`config.mk`:
```
export PLATFORM = sky130hd
export DESIGN_NAME = line_substring_filter
export DESIGN_NICKNAME = d
export VERILOG_FILES = /design/src/hdl/lsf_pkg.sv /design/src/hdl/lsf_cfg.sv /design/src/hdl/lsf_match.sv /design/src/hdl/lsf_line_ctrl.sv /design/src/hdl/line_substring_filter.sv
export SDC_FILE = /design/constraint.sdc
export NUM_CORES = 1
export LEC_CHECK = 0
export CELL_PAD_IN_SITES_DETAIL_PLACEMENT = 2
export CELL_PAD_IN_SITES_GLOBAL_PLACEMENT = 2
export CORE_MARGIN = 4
export CORE_UTILIZATION = 45
export DETAILED_ROUTE_END_ITERATION = 8
export DONT_BUFFER_PORTS = 1
export PLACE_DENSITY = 0.95
export SLEW_MARGIN = 10
export SYNTH_ARGS = -nofsm -noshare
export SYNTH_HDL_FRONTEND = slang
export SYNTH_SLANG_ARGS = --single-unit
```
`constraint.sdc`:
```
create_clock -name clk_i -period 15.2 [get_ports clk_i]
set_clock_uncertainty 0.2 [all_clocks]
set_input_delay 0 -clock clk_i [delete_from_list [all_inputs] [get_ports clk_i]]
set_output_delay 0 -clock clk_i [all_outputs]
set_load 0.03 [all_outputs]
```
`src/hdl/lsf_pkg.sv`:
```
package lsf_pkg;

  localparam int PatternMaxDef = 16;
  localparam int LineColsDef   = 80;
  localparam int PatBytes      = 16;
  localparam int CfgIdxW       = 3;
  localparam int CfgDataW      = 64;
  localparam int PatLenW       = 5;

  typedef enum logic [CfgIdxW-1:0] {
    REG_PATTERN_LOW    = 3'd0,
    REG_PATTERN_HIGH   = 3'd1,
    REG_PATTERN_LENGTH = 3'd2,
    REG_FOLD_CASE      = 3'd3,
    REG_INVERT         = 3'd4
  } cfg_reg_e;

  typedef enum logic [1:0] {
    MODE_BYTE    = 2'd0,
    MODE_NEWLINE = 2'd1,
    MODE_EOF     = 2'd2
  } mode_e;

  typedef struct packed {
    logic [63:0]        pattern_low;
    logic [63:0]        pattern_high;
    logic [PatLenW-1:0] pattern_length;
    logic               fold_case;
    logic               invert;
  } cfg_t;

  // ASCII only: a-z to A-Z, everything else unchanged
  function automatic logic [7:0] fold_byte(input logic [7:0] c, input logic en);
    logic [7:0] r;
    r = c;
    if (en && c >= 8'h61 && c <= 8'h7a) begin
      r = c - 8'h20;
    end
    return r;
  endfunction

endpackage

```
`src/hdl/lsf_cfg.sv`:
```
module lsf_cfg
  import lsf_pkg::*;
(
  input  logic                clk_i,
  input  logic                rst_ni,
  input  logic                cfg_valid_i,
  output logic                cfg_ready_o,
  input  logic [CfgIdxW-1:0]  cfg_index_i,
  input  logic [CfgDataW-1:0] cfg_data_i,
  output cfg_t                cfg_o
);

  cfg_t cfg_q, cfg_d;

  assign cfg_ready_o = 1'b1;

  always_comb begin
    cfg_d = cfg_q;
    if (cfg_valid_i) begin
      case (cfg_reg_e'(cfg_index_i))
        REG_PATTERN_LOW:    cfg_d.pattern_low    = cfg_data_i;
        REG_PATTERN_HIGH:   cfg_d.pattern_high   = cfg_data_i;
        REG_PATTERN_LENGTH: cfg_d.pattern_length = cfg_data_i[PatLenW-1:0];
        REG_FOLD_CASE:      cfg_d.fold_case      = cfg_data_i[0];
        REG_INVERT:         cfg_d.invert         = cfg_data_i[0];
        default: ;
      endcase
    end
  end

  always_ff @(posedge clk_i or negedge rst_ni) begin
    if (!rst_ni) begin
      cfg_q <= '0;
    end else begin
      cfg_q <= cfg_d;
    end
  end

  assign cfg_o = cfg_q;

endmodule

```
`src/hdl/lsf_match.sv`:
```
module lsf_match
  import lsf_pkg::*;
#(
  parameter int PATTERN_MAX = PatternMaxDef,
  parameter int LEN_W       = 7,
  parameter int WIN_DEPTH   = 15
) (
  input  cfg_t                      cfg_i,
  input  logic [7:0]                ch_i,
  input  logic [WIN_DEPTH-1:0][7:0] window_i,
  input  logic [LEN_W-1:0]          line_len_i,
  output logic                      hit_o
);

  logic [PatLenW-1:0]         pat_len;
  logic [PatBytes-1:0][7:0]   pat;
  logic [PATTERN_MAX-1:0]     lane_ok;
  logic                       len_ok;

  assign pat_len = (cfg_i.pattern_length > PatLenW'(PATTERN_MAX)) ?
                   PatLenW'(PATTERN_MAX) : cfg_i.pattern_length;
  assign pat     = {cfg_i.pattern_high, cfg_i.pattern_low};

  // lane 0 is the incoming byte, lane i the byte i places back;
  // the pattern is aligned so that its last byte meets lane 0
  for (genvar i = 0; i < PATTERN_MAX; i++) begin : g_lane
    logic [7:0] lane_byte;
    logic [3:0] pat_idx;
    logic       active;
    if (i == 0) begin : g_head
      assign lane_byte = ch_i;
    end else begin : g_tail
      assign lane_byte = window_i[i-1];
    end
    assign pat_idx    = 4'(pat_len - PatLenW'(i) - PatLenW'(1));
    assign active     = PatLenW'(i) < pat_len;
    assign lane_ok[i] = !active ||
                        (fold_byte(lane_byte, cfg_i.fold_case) ==
                         fold_byte(pat[pat_idx], cfg_i.fold_case));
  end

  assign len_ok = (8'(line_len_i) + 8'd1) >= 8'(pat_len);
  assign hit_o  = (pat_len != '0) && len_ok && (&lane_ok);

endmodule

```
`src/hdl/lsf_line_ctrl.sv`:
```
module lsf_line_ctrl
  import lsf_pkg::*;
#(
  parameter int LINE_COLS   = LineColsDef,
  parameter int LEN_W       = 7,
  parameter int WIN_DEPTH   = 15
) (
  input  logic                      clk_i,
  input  logic                      rst_ni,
  input  logic                      fire_i,
  input  mode_e                     mode_i,
  input  logic [7:0]                ch_i,
  input  cfg_t                      cfg_i,
  input  logic                      hit_i,
  output logic [WIN_DEPTH-1:0][7:0] window_o,
  output logic [LEN_W-1:0]          line_len_o,
  output logic                      out_ready_o,
  output logic                      out_valid_o,
  input  logic                      out_stall_i,
  output logic                      status_o,
  output logic                      selected_o,
  output logic [31:0]               line_count_o
);

  logic [WIN_DEPTH-1:0][7:0] window_q, window_d;
  logic [LEN_W-1:0]          len_q, len_d;
  logic                      found_q, found_d;
  logic                      halted_q, halted_d;
  logic [31:0]               total_q, total_d;
  logic                      out_valid_q, out_valid_d;
  logic                      status_q, selected_q;
  logic [31:0]               count_q;
  logic                      emit, e_status, e_sel, sel;

  assign out_ready_o = !out_valid_q || !out_stall_i;

  always_comb begin
    window_d = window_q;
    len_d    = len_q;
    found_d  = found_q;
    halted_d = halted_q;
    total_d  = total_q;
    emit     = 1'b0;
    e_status = 1'b0;
    e_sel    = 1'b0;
    sel      = found_q ^ cfg_i.invert;
    if (fire_i) begin
      case (mode_i)
        MODE_EOF: begin
          emit     = !halted_q && (len_q != '0);
          e_status = 1'b1;
          window_d = '0;
          len_d    = '0;
          found_d  = 1'b0;
          halted_d = 1'b0;
        end
        MODE_BYTE: begin
          if (!halted_q) begin
            if (ch_i == 8'h00 || len_q >= LEN_W'(LINE_COLS - 2)) begin
              // drop the rest of the input until end of file
              emit     = 1'b1;
              e_status = 1'b1;
              window_d = '0;
              len_d    = '0;
              found_d  = 1'b0;
              halted_d = 1'b1;
            end else begin
              found_d     = found_q | hit_i;
              window_d[0] = ch_i;
              for (int k = 1; k < WIN_DEPTH; k++) begin
                window_d[k] = window_q[k-1];
              end
              len_d = len_q + LEN_W'(1);
            end
          end
        end
        MODE_NEWLINE: begin
          if (!halted_q) begin
            if (sel && total_q != '1) begin
              total_d = total_q + 32'd1;
            end
            emit     = 1'b1;
            e_status = 1'b0;
            e_sel    = sel;
            window_d = '0;
            len_d    = '0;
            found_d  = 1'b0;
          end
        end
        default: ;
      endcase
    end
    if (emit) begin
      out_valid_d = 1'b1;
    end else if (!out_stall_i) begin
      out_valid_d = 1'b0;
    end else begin
      out_valid_d = out_valid_q;
    end
  end

  always_ff @(posedge clk_i or negedge rst_ni) begin
    if (!rst_ni) begin
      window_q    <= '0;
      len_q       <= '0;
      found_q     <= 1'b0;
      halted_q    <= 1'b0;
      total_q     <= '0;
      out_valid_q <= 1'b0;
    end else begin
      window_q    <= window_d;
      len_q       <= len_d;
      found_q     <= found_d;
      halted_q    <= halted_d;
      total_q     <= total_d;
      out_valid_q <= out_valid_d;
    end
  end

  always_ff @(posedge clk_i) begin
    if (emit) begin
      status_q   <= e_status;
      selected_q <= e_sel;
      count_q    <= total_d;
    end
  end

  assign window_o     = window_q;
  assign line_len_o   = len_q;
  assign out_valid_o  = out_valid_q;
  assign status_o     = status_q;
  assign selected_o   = selected_q;
  assign line_count_o = count_q;

  a_err_not_selected: assert property (@(posedge clk_i) disable iff (!rst_ni)
    out_valid_q && status_q |-> !selected_q)
    else $error("error word carries a selected flag");

  a_total_monotonic: assert property (@(posedge clk_i) disable iff (!rst_ni)
    total_q >= $past(total_q))
    else $error("selected line total went backwards");

  a_halted_clean: assert property (@(posedge clk_i) disable iff (!rst_ni)
    halted_q |-> (len_q == '0) && !found_q)
    else $error("line state not cleared while halted");

  a_no_overwrite: assert property (@(posedge clk_i) disable iff (!rst_ni)
    out_valid_q && out_stall_i |-> !emit)
    else $error("result register overwritten while stalled");

endmodule

```
`src/hdl/line_substring_filter.sv`:
```
// Line filter for a byte stream: each text word carries one byte, a newline
// word ends the line and an end-of-file word closes the stream. A line is
// selected when it contains the programmed pattern (up to PATTERN_MAX bytes,
// optional ASCII case folding), inverted when the invert register is set.
// Each newline gives one result word with the selected flag and a saturating
// count of selected lines; an overlong line, a zero byte or a last line
// without newline gives an error word, after which input is dropped until
// end of file. One word is taken every clock cycle while the result side
// does not stall; a waiting result word holds the input. A result word is
// presented once its word has passed the input register and the result
// register. The whole pattern window is compared combinationally, which
// sets the clock path of the design. Program the registers while idle.
module line_substring_filter
  import lsf_pkg::*;
#(
  parameter int PATTERN_MAX = PatternMaxDef,
  parameter int LINE_COLS   = LineColsDef
) (
  input  logic                clk_i,
  input  logic                rst_ni,
  input  logic                in_valid_i,
  output logic                in_stall_o,
  input  logic [1:0]          mode_i,
  input  logic [7:0]          ch_i,
  output logic                out_valid_o,
  input  logic                out_stall_i,
  output logic                status_o,
  output logic                selected_o,
  output logic [31:0]         line_count_o,
  input  logic                cfg_valid_i,
  output logic                cfg_ready_o,
  input  logic [CfgIdxW-1:0]  cfg_index_i,
  input  logic [CfgDataW-1:0] cfg_data_i
);

  localparam int LenW     = $clog2(LINE_COLS - 1);
  localparam int WinDepth = (PATTERN_MAX > 1) ? PATTERN_MAX - 1 : 1;

  cfg_t                     cfg;
  logic                     s1_valid_q, s1_valid_d;
  logic [1:0]               s1_mode_q;
  logic [7:0]               s1_ch_q;
  logic                     accept, fire, out_ready, hit;
  logic [WinDepth-1:0][7:0] window;
  logic [LenW-1:0]          line_len;

  assign fire       = s1_valid_q && out_ready;
  assign in_stall_o = s1_valid_q && !out_ready;
  assign accept     = in_valid_i && !in_stall_o;

  always_comb begin
    if (accept) begin
      s1_valid_d = 1'b1;
    end else if (fire) begin
      s1_valid_d = 1'b0;
    end else begin
      s1_valid_d = s1_valid_q;
    end
  end

  always_ff @(posedge clk_i or negedge rst_ni) begin
    if (!rst_ni) begin
      s1_valid_q <= 1'b0;
    end else begin
      s1_valid_q <= s1_valid_d;
    end
  end

  always_ff @(posedge clk_i) begin
    if (accept) begin
      s1_mode_q <= mode_i;
      s1_ch_q   <= ch_i;
    end
  end

  lsf_cfg u_cfg (
    .clk_i       (clk_i),
    .rst_ni      (rst_ni),
    .cfg_valid_i (cfg_valid_i),
    .cfg_ready_o (cfg_ready_o),
    .cfg_index_i (cfg_index_i),
    .cfg_data_i  (cfg_data_i),
    .cfg_o       (cfg)
  );

  lsf_match #(
    .PATTERN_MAX (PATTERN_MAX),
    .LEN_W       (LenW),
    .WIN_DEPTH   (WinDepth)
  ) u_match (
    .cfg_i      (cfg),
    .ch_i       (s1_ch_q),
    .window_i   (window),
    .line_len_i (line_len),
    .hit_o      (hit)
  );

  lsf_line_ctrl #(
    .LINE_COLS   (LINE_COLS),
    .LEN_W       (LenW),
    .WIN_DEPTH   (WinDepth)
  ) u_line_ctrl (
    .clk_i        (clk_i),
    .rst_ni       (rst_ni),
    .fire_i       (fire),
    .mode_i       (mode_e'(s1_mode_q)),
    .ch_i         (s1_ch_q),
    .cfg_i        (cfg),
    .hit_i        (hit),
    .window_o     (window),
    .line_len_o   (line_len),
    .out_ready_o  (out_ready),
    .out_valid_o  (out_valid_o),
    .out_stall_i  (out_stall_i),
    .status_o     (status_o),
    .selected_o   (selected_o),
    .line_count_o (line_count_o)
  );

endmodule

```
==> results of run 1 <==
cell usage after synthesis (18+ instances only):
cell      count
nand3b_1     20
mux2i_1     253
a22oi_1      42
or4_1        31
nand2_1     446
a211oi_1     25
nor3_1       41
xnor2_1      99
buf_2        65
clkbuf_1    117
buf_4        22
nand3_1      85
o211ai_1     29
and2_1       18
a21oi_1      99
inv_1        82
and3_1       22
dfrtp_1     298
edfxtp_1     44
nor4_1       21
xor2_1       77
o21ai_0     165
nand4_1      23
o22ai_1      91
mux2_2      190
mux4_2       91
a31oi_1      25
ha_1         43
nor2_1       96
cell families after synthesis:
group | Yosys count | synth area share (%)
flops | 342 | 31.41
xor+xnor | 177 | 5.574
compound gates | 693 | 16.58
fa+ha+maj | 45 | 1.997
mux | 537 | 24.25
other cells | 1 | 0.01342
simple gates | 891 | 15.15
buf+inv | 315 | 5.023
repair_timing:
action / in CTS
hold buffers: 210
setup buffers: 0
setup endpoints to repair: 0
endpoints found under the hold margin: 463
gates resized for setup: 0
metal layers:
layer / GRT overflow / track usage [%]
met5: 0 / 43.35
met4: 36 / 71.15
met2: 50 / 89.11
met1: 4 / 77.41
met3: 1 / 64.53
stage by stage:
step,util [%],area [µm²]
4_1_cts,51.87,31950
3_5_place_dp,46.29,28510
3_3_place_gp,46.29,28510
2_1_floorplan,-,27950
==> impl_metrics.ini, run 1 <==
[clock_tree]
ctsRootBufferMaster = clkbuf_16
clock-sinks = 342
cts_max_path_buffers = 3
cts_htree_levels = 2
numCtsBuffers = 40

[synth]
ys_seq_area_share_pct = 31.41
synth_nets = 3126
syn_area_um2 = 27950
synthArstFlopShare_pct = 87.13
synth_top_area_cell = dfrtp_1
synth_edf_count = 44
synth_area_leaders = dfrtp_1, mux2i_1, mux2_2
syn_inst = 3001
netlist-cell-type-count = 86
ys.flop_type = dfrtp_1
synth_top_area_share_pct = 26.68
ys_ff_latch = 342
yosys_warnings = 0
avgSynthCellArea_um2 = 9.312

[die]
die_y_um = 257.2
io_pins = 119
die_x_um = 257.2
rows = 91
start_util_pct = 45.37

[run_status]
first-error = [ERROR GRT-0232] Routing congestion too high. Check the congestion heatmap in the GUI.
status = did not finish
stop_stage = global routing

[global_routing]
overflow = 91
grt_usage_pct = 76.12
grt_antenna_before_repair = 47
grt_max_degree = 299

[placed_design]
dp_hpwl_mm = 100.5
numPortBuffers = 0
place.gp.congestion = 1.081
pre_cts_ws_ps = 8191
dp.cells = 3672
==> run 2: changes to the inputs <==
--- a/config.mk
+++ b/config.mk
@@ -5,13 +5,11 @@
 export SDC_FILE = /design/constraint.sdc
 export NUM_CORES = 1
 export LEC_CHECK = 0
-export CELL_PAD_IN_SITES_DETAIL_PLACEMENT = 2
-export CELL_PAD_IN_SITES_GLOBAL_PLACEMENT = 2
 export CORE_MARGIN = 4
-export CORE_UTILIZATION = 45
+export CORE_UTILIZATION = 40
 export DETAILED_ROUTE_END_ITERATION = 8
 export DONT_BUFFER_PORTS = 1
-export PLACE_DENSITY = 0.95
+export PLACE_DENSITY_LB_ADDON = 0.15
 export SLEW_MARGIN = 10
 export SYNTH_ARGS = -nofsm -noshare
 export SYNTH_HDL_FRONTEND = slang
==> impl_metrics.ini, run 2 <==
[power]
p_leak_nw = 13.01
fin_total_pwr_mw = 5.664
power.density_nw_per_um2 = 173.9
max-vdd-ir-drop_mv = 0.1341

[timing]
finalSetupTns_ps = 0
finalMaxSlewViolations = 0
max_freq_mhz = 142.6
timing.final.crit_share_pct = 46.15
setup-violations-final = 0
tightest_slew_ps = 1265
rsz0062_at_grt = false
hold_viol_final = 0
relSlewSlack_pct = 14.47
holdWs_ps = 36.63
min_period_ps = 7014

[route]
drcViolationCount = 0
dr.pass1.iters = 8
drt-initial-drc-count = 3274
dr_total_vias = 26490
postRouteAntennaNets = 0
vias_per_cell = 6.471
routedWlPerCell_um = 29.69
finalWirelength_mm = 121.6

[layout]
mostFrequentLayoutCells = nand2_1, dfrtp_1, mux2i_1, dlygate4sd3_1, mux2_2
finish.utilization_pct = 47.24
area_delta_synth_final_pct = 16.54
stdcell_count = 4094
final_common_cell = nand2_1
drive_gt1_share_pct = 14.58
nNetsFinal = 3256
largest_reg_flops = 135

[global_routing]
grt_antenna_before_repair = 2
grt_max_degree = 299
grt_usage_pct = 31.95
overflow = 0
grt_pass1_vias = 25510
grt_pass1_wl_mm = 177.8

[die]
start_util_pct = 40.53
core_um2 = 68950
io_pins = 119
die_area_um2 = 74160
die_x_um = 272.3
rows = 96
die_y_um = 272.3

[setup_path]
crit_type = reg -> reg
cp_cell_sequence = buf_4 > nor2b_2 > buf_4 > inv_2 > buf_4 > ha_1 > nor2_1 > mux2i_1 > mux2i_1 > mux4_2 > inv_1 > ha_1 > nor2_1 > a2111oi_0 > nand3b_1 > o211ai_1 > nand4b_1 > a2111oi_2 > a31o_1
crit_arrival_ps = 7360
crit_buf_inv = 5
crit_family = compound AO/OA/AOI/OAI gates
cp_slowest_stage_delay_ps = 870
cp-end-kind = register
required_ps = 15540
worst_path_most_repeated_cell = buf_4
startpoint_type = register
critPathMaxFanout = 38
cp_slowest_cell = nor2_1

[clock_tree]
holdBufCountCts = 242
ctsResizeCount = 0
path_clk_slew_ps = 70
insertion_delay_ps = 600
cts_htree_levels = 2
cts_max_path_buffers = 3
ctsRootBufferMaster = clkbuf_16
cts_tree = yes
postCtsSetupBuffers = 0
clock-sinks = 342
numCtsBuffers = 41

[synth]
synth_nets = 3126
synth.most_common_cell = nand2_1
synthArstFlopShare_pct = 87.13
yosys_warnings = 0
syn_area_um2 = 27950
synth_top_area_share_pct = 26.68
ys_ff_latch = 342
netlist-cell-type-count = 86
synth_top_area_cell = dfrtp_1
syn_inst = 3001
ys_top_cells_by_count = nand2_1, dfrtp_1, mux2i_1
synth_area_leaders = dfrtp_1, mux2i_1, mux2_2
ys_seq_area_share_pct = 31.41
avgSynthCellArea_um2 = 9.312
synth_edf_count = 44
ys.flop_type = dfrtp_1

[run_status]
status = complete, no violations

[placed_design]
dp.cells = 3775
place.gp.congestion = 0.9980
dp_hpwl_mm = 88.46
numPortBuffers = 0

[flow_run]
cap_violations = 0

[worst_hold_path]
worstHoldPathType = in -> reg
-- run 2: layer usage --
layer	part of all wire [%]	vias to the layer above	global-route usage [%]
met5	0.044	-	0.4605
met2	43	1388	47.61
met4	5.2	4	13.64
li1	-	11500	-
met1	42	13320	44.45
met3	9.5	283	7.523
-- run 2: area by class of cell --
class                           count  area [µm²]
Tap cell                          931        1165
Fill cell                        6531       36380
Clock inverter                     21       316.6
Multi-Input combinational cell   2344       17840
Sequential cell                   342        8786
Clock buffer                       53        1111
Inverter                           85       321.6
Antenna cell                        1       2.502
Timing Repair Buffer              317        3025
-- run 2: final timing paths --
| path | slack (ps) | startpoint | end | cells past startpoint |
|---|---|---|---|---|
| min in group asynchronous | 480 | rst_ni | u_line_ctrl.total_q[13]$_DFF_PN0_ | 3 |
| worst max-delay path | 8190 | u_cfg.cfg_o[3]$_DFFE_PN0P_ | u_line_ctrl.found_q$_DFFE_PN0P_ | 19 |
| worst min register to register | 280 | u_line_ctrl.total_q[13]$_DFF_PN0_ | u_line_ctrl.total_q[13]$_DFF_PN0_ | 1 |
| worst min-delay path | 40 | cfg_valid_i | u_cfg.cfg_o[0]$_DFFE_PN0P_ | 3 |
| max in group asynchronous | 12850 | rst_ni | u_cfg.cfg_o[6]$_DFFE_PN0P_ | 4 |
| worst max register to register | 8190 | u_cfg.cfg_o[3]$_DFFE_PN0P_ | u_line_ctrl.found_q$_DFFE_PN0P_ | 19 |
-- run 2: power by group --
group,switching [mW],total (mW),internal (mW)
clock,0.435,1.06,0.625
combinational,2.01,3.32,1.31
sequential,0.257,1.29,1.03
-- run 2: through the flow --
stage          instance area, µm²  setup slack (ps)
2_1_floorplan               27950             10040
3_3_place_gp                28660              8474
3_5_place_dp                28660              8426
4_1_cts                     32530              8423
5_1_grt                     32570              7960
6_report                    32570              8186
-- run 2: cell families after synthesis --
kind of cell | Yosys count | synth area share, %
other | 1 | 0.01342
buffers and inverters | 315 | 5.023
adder cells (fa/ha/maj) | 45 | 1.997
AND/OR/NAND/NOR | 891 | 15.15
flip-flops | 342 | 31.41
multiplexers | 537 | 24.25
AO/OA/AOI/OAI | 693 | 16.58
XOR/XNOR | 177 | 5.574
-- run 2: worst min-delay path, cell delays in order --
cell and delay, ps:
dlygate4sd3_1 540, nand3_1 110, mux2_2 150
Note: power is estimated with default switching activity, not from simulation.
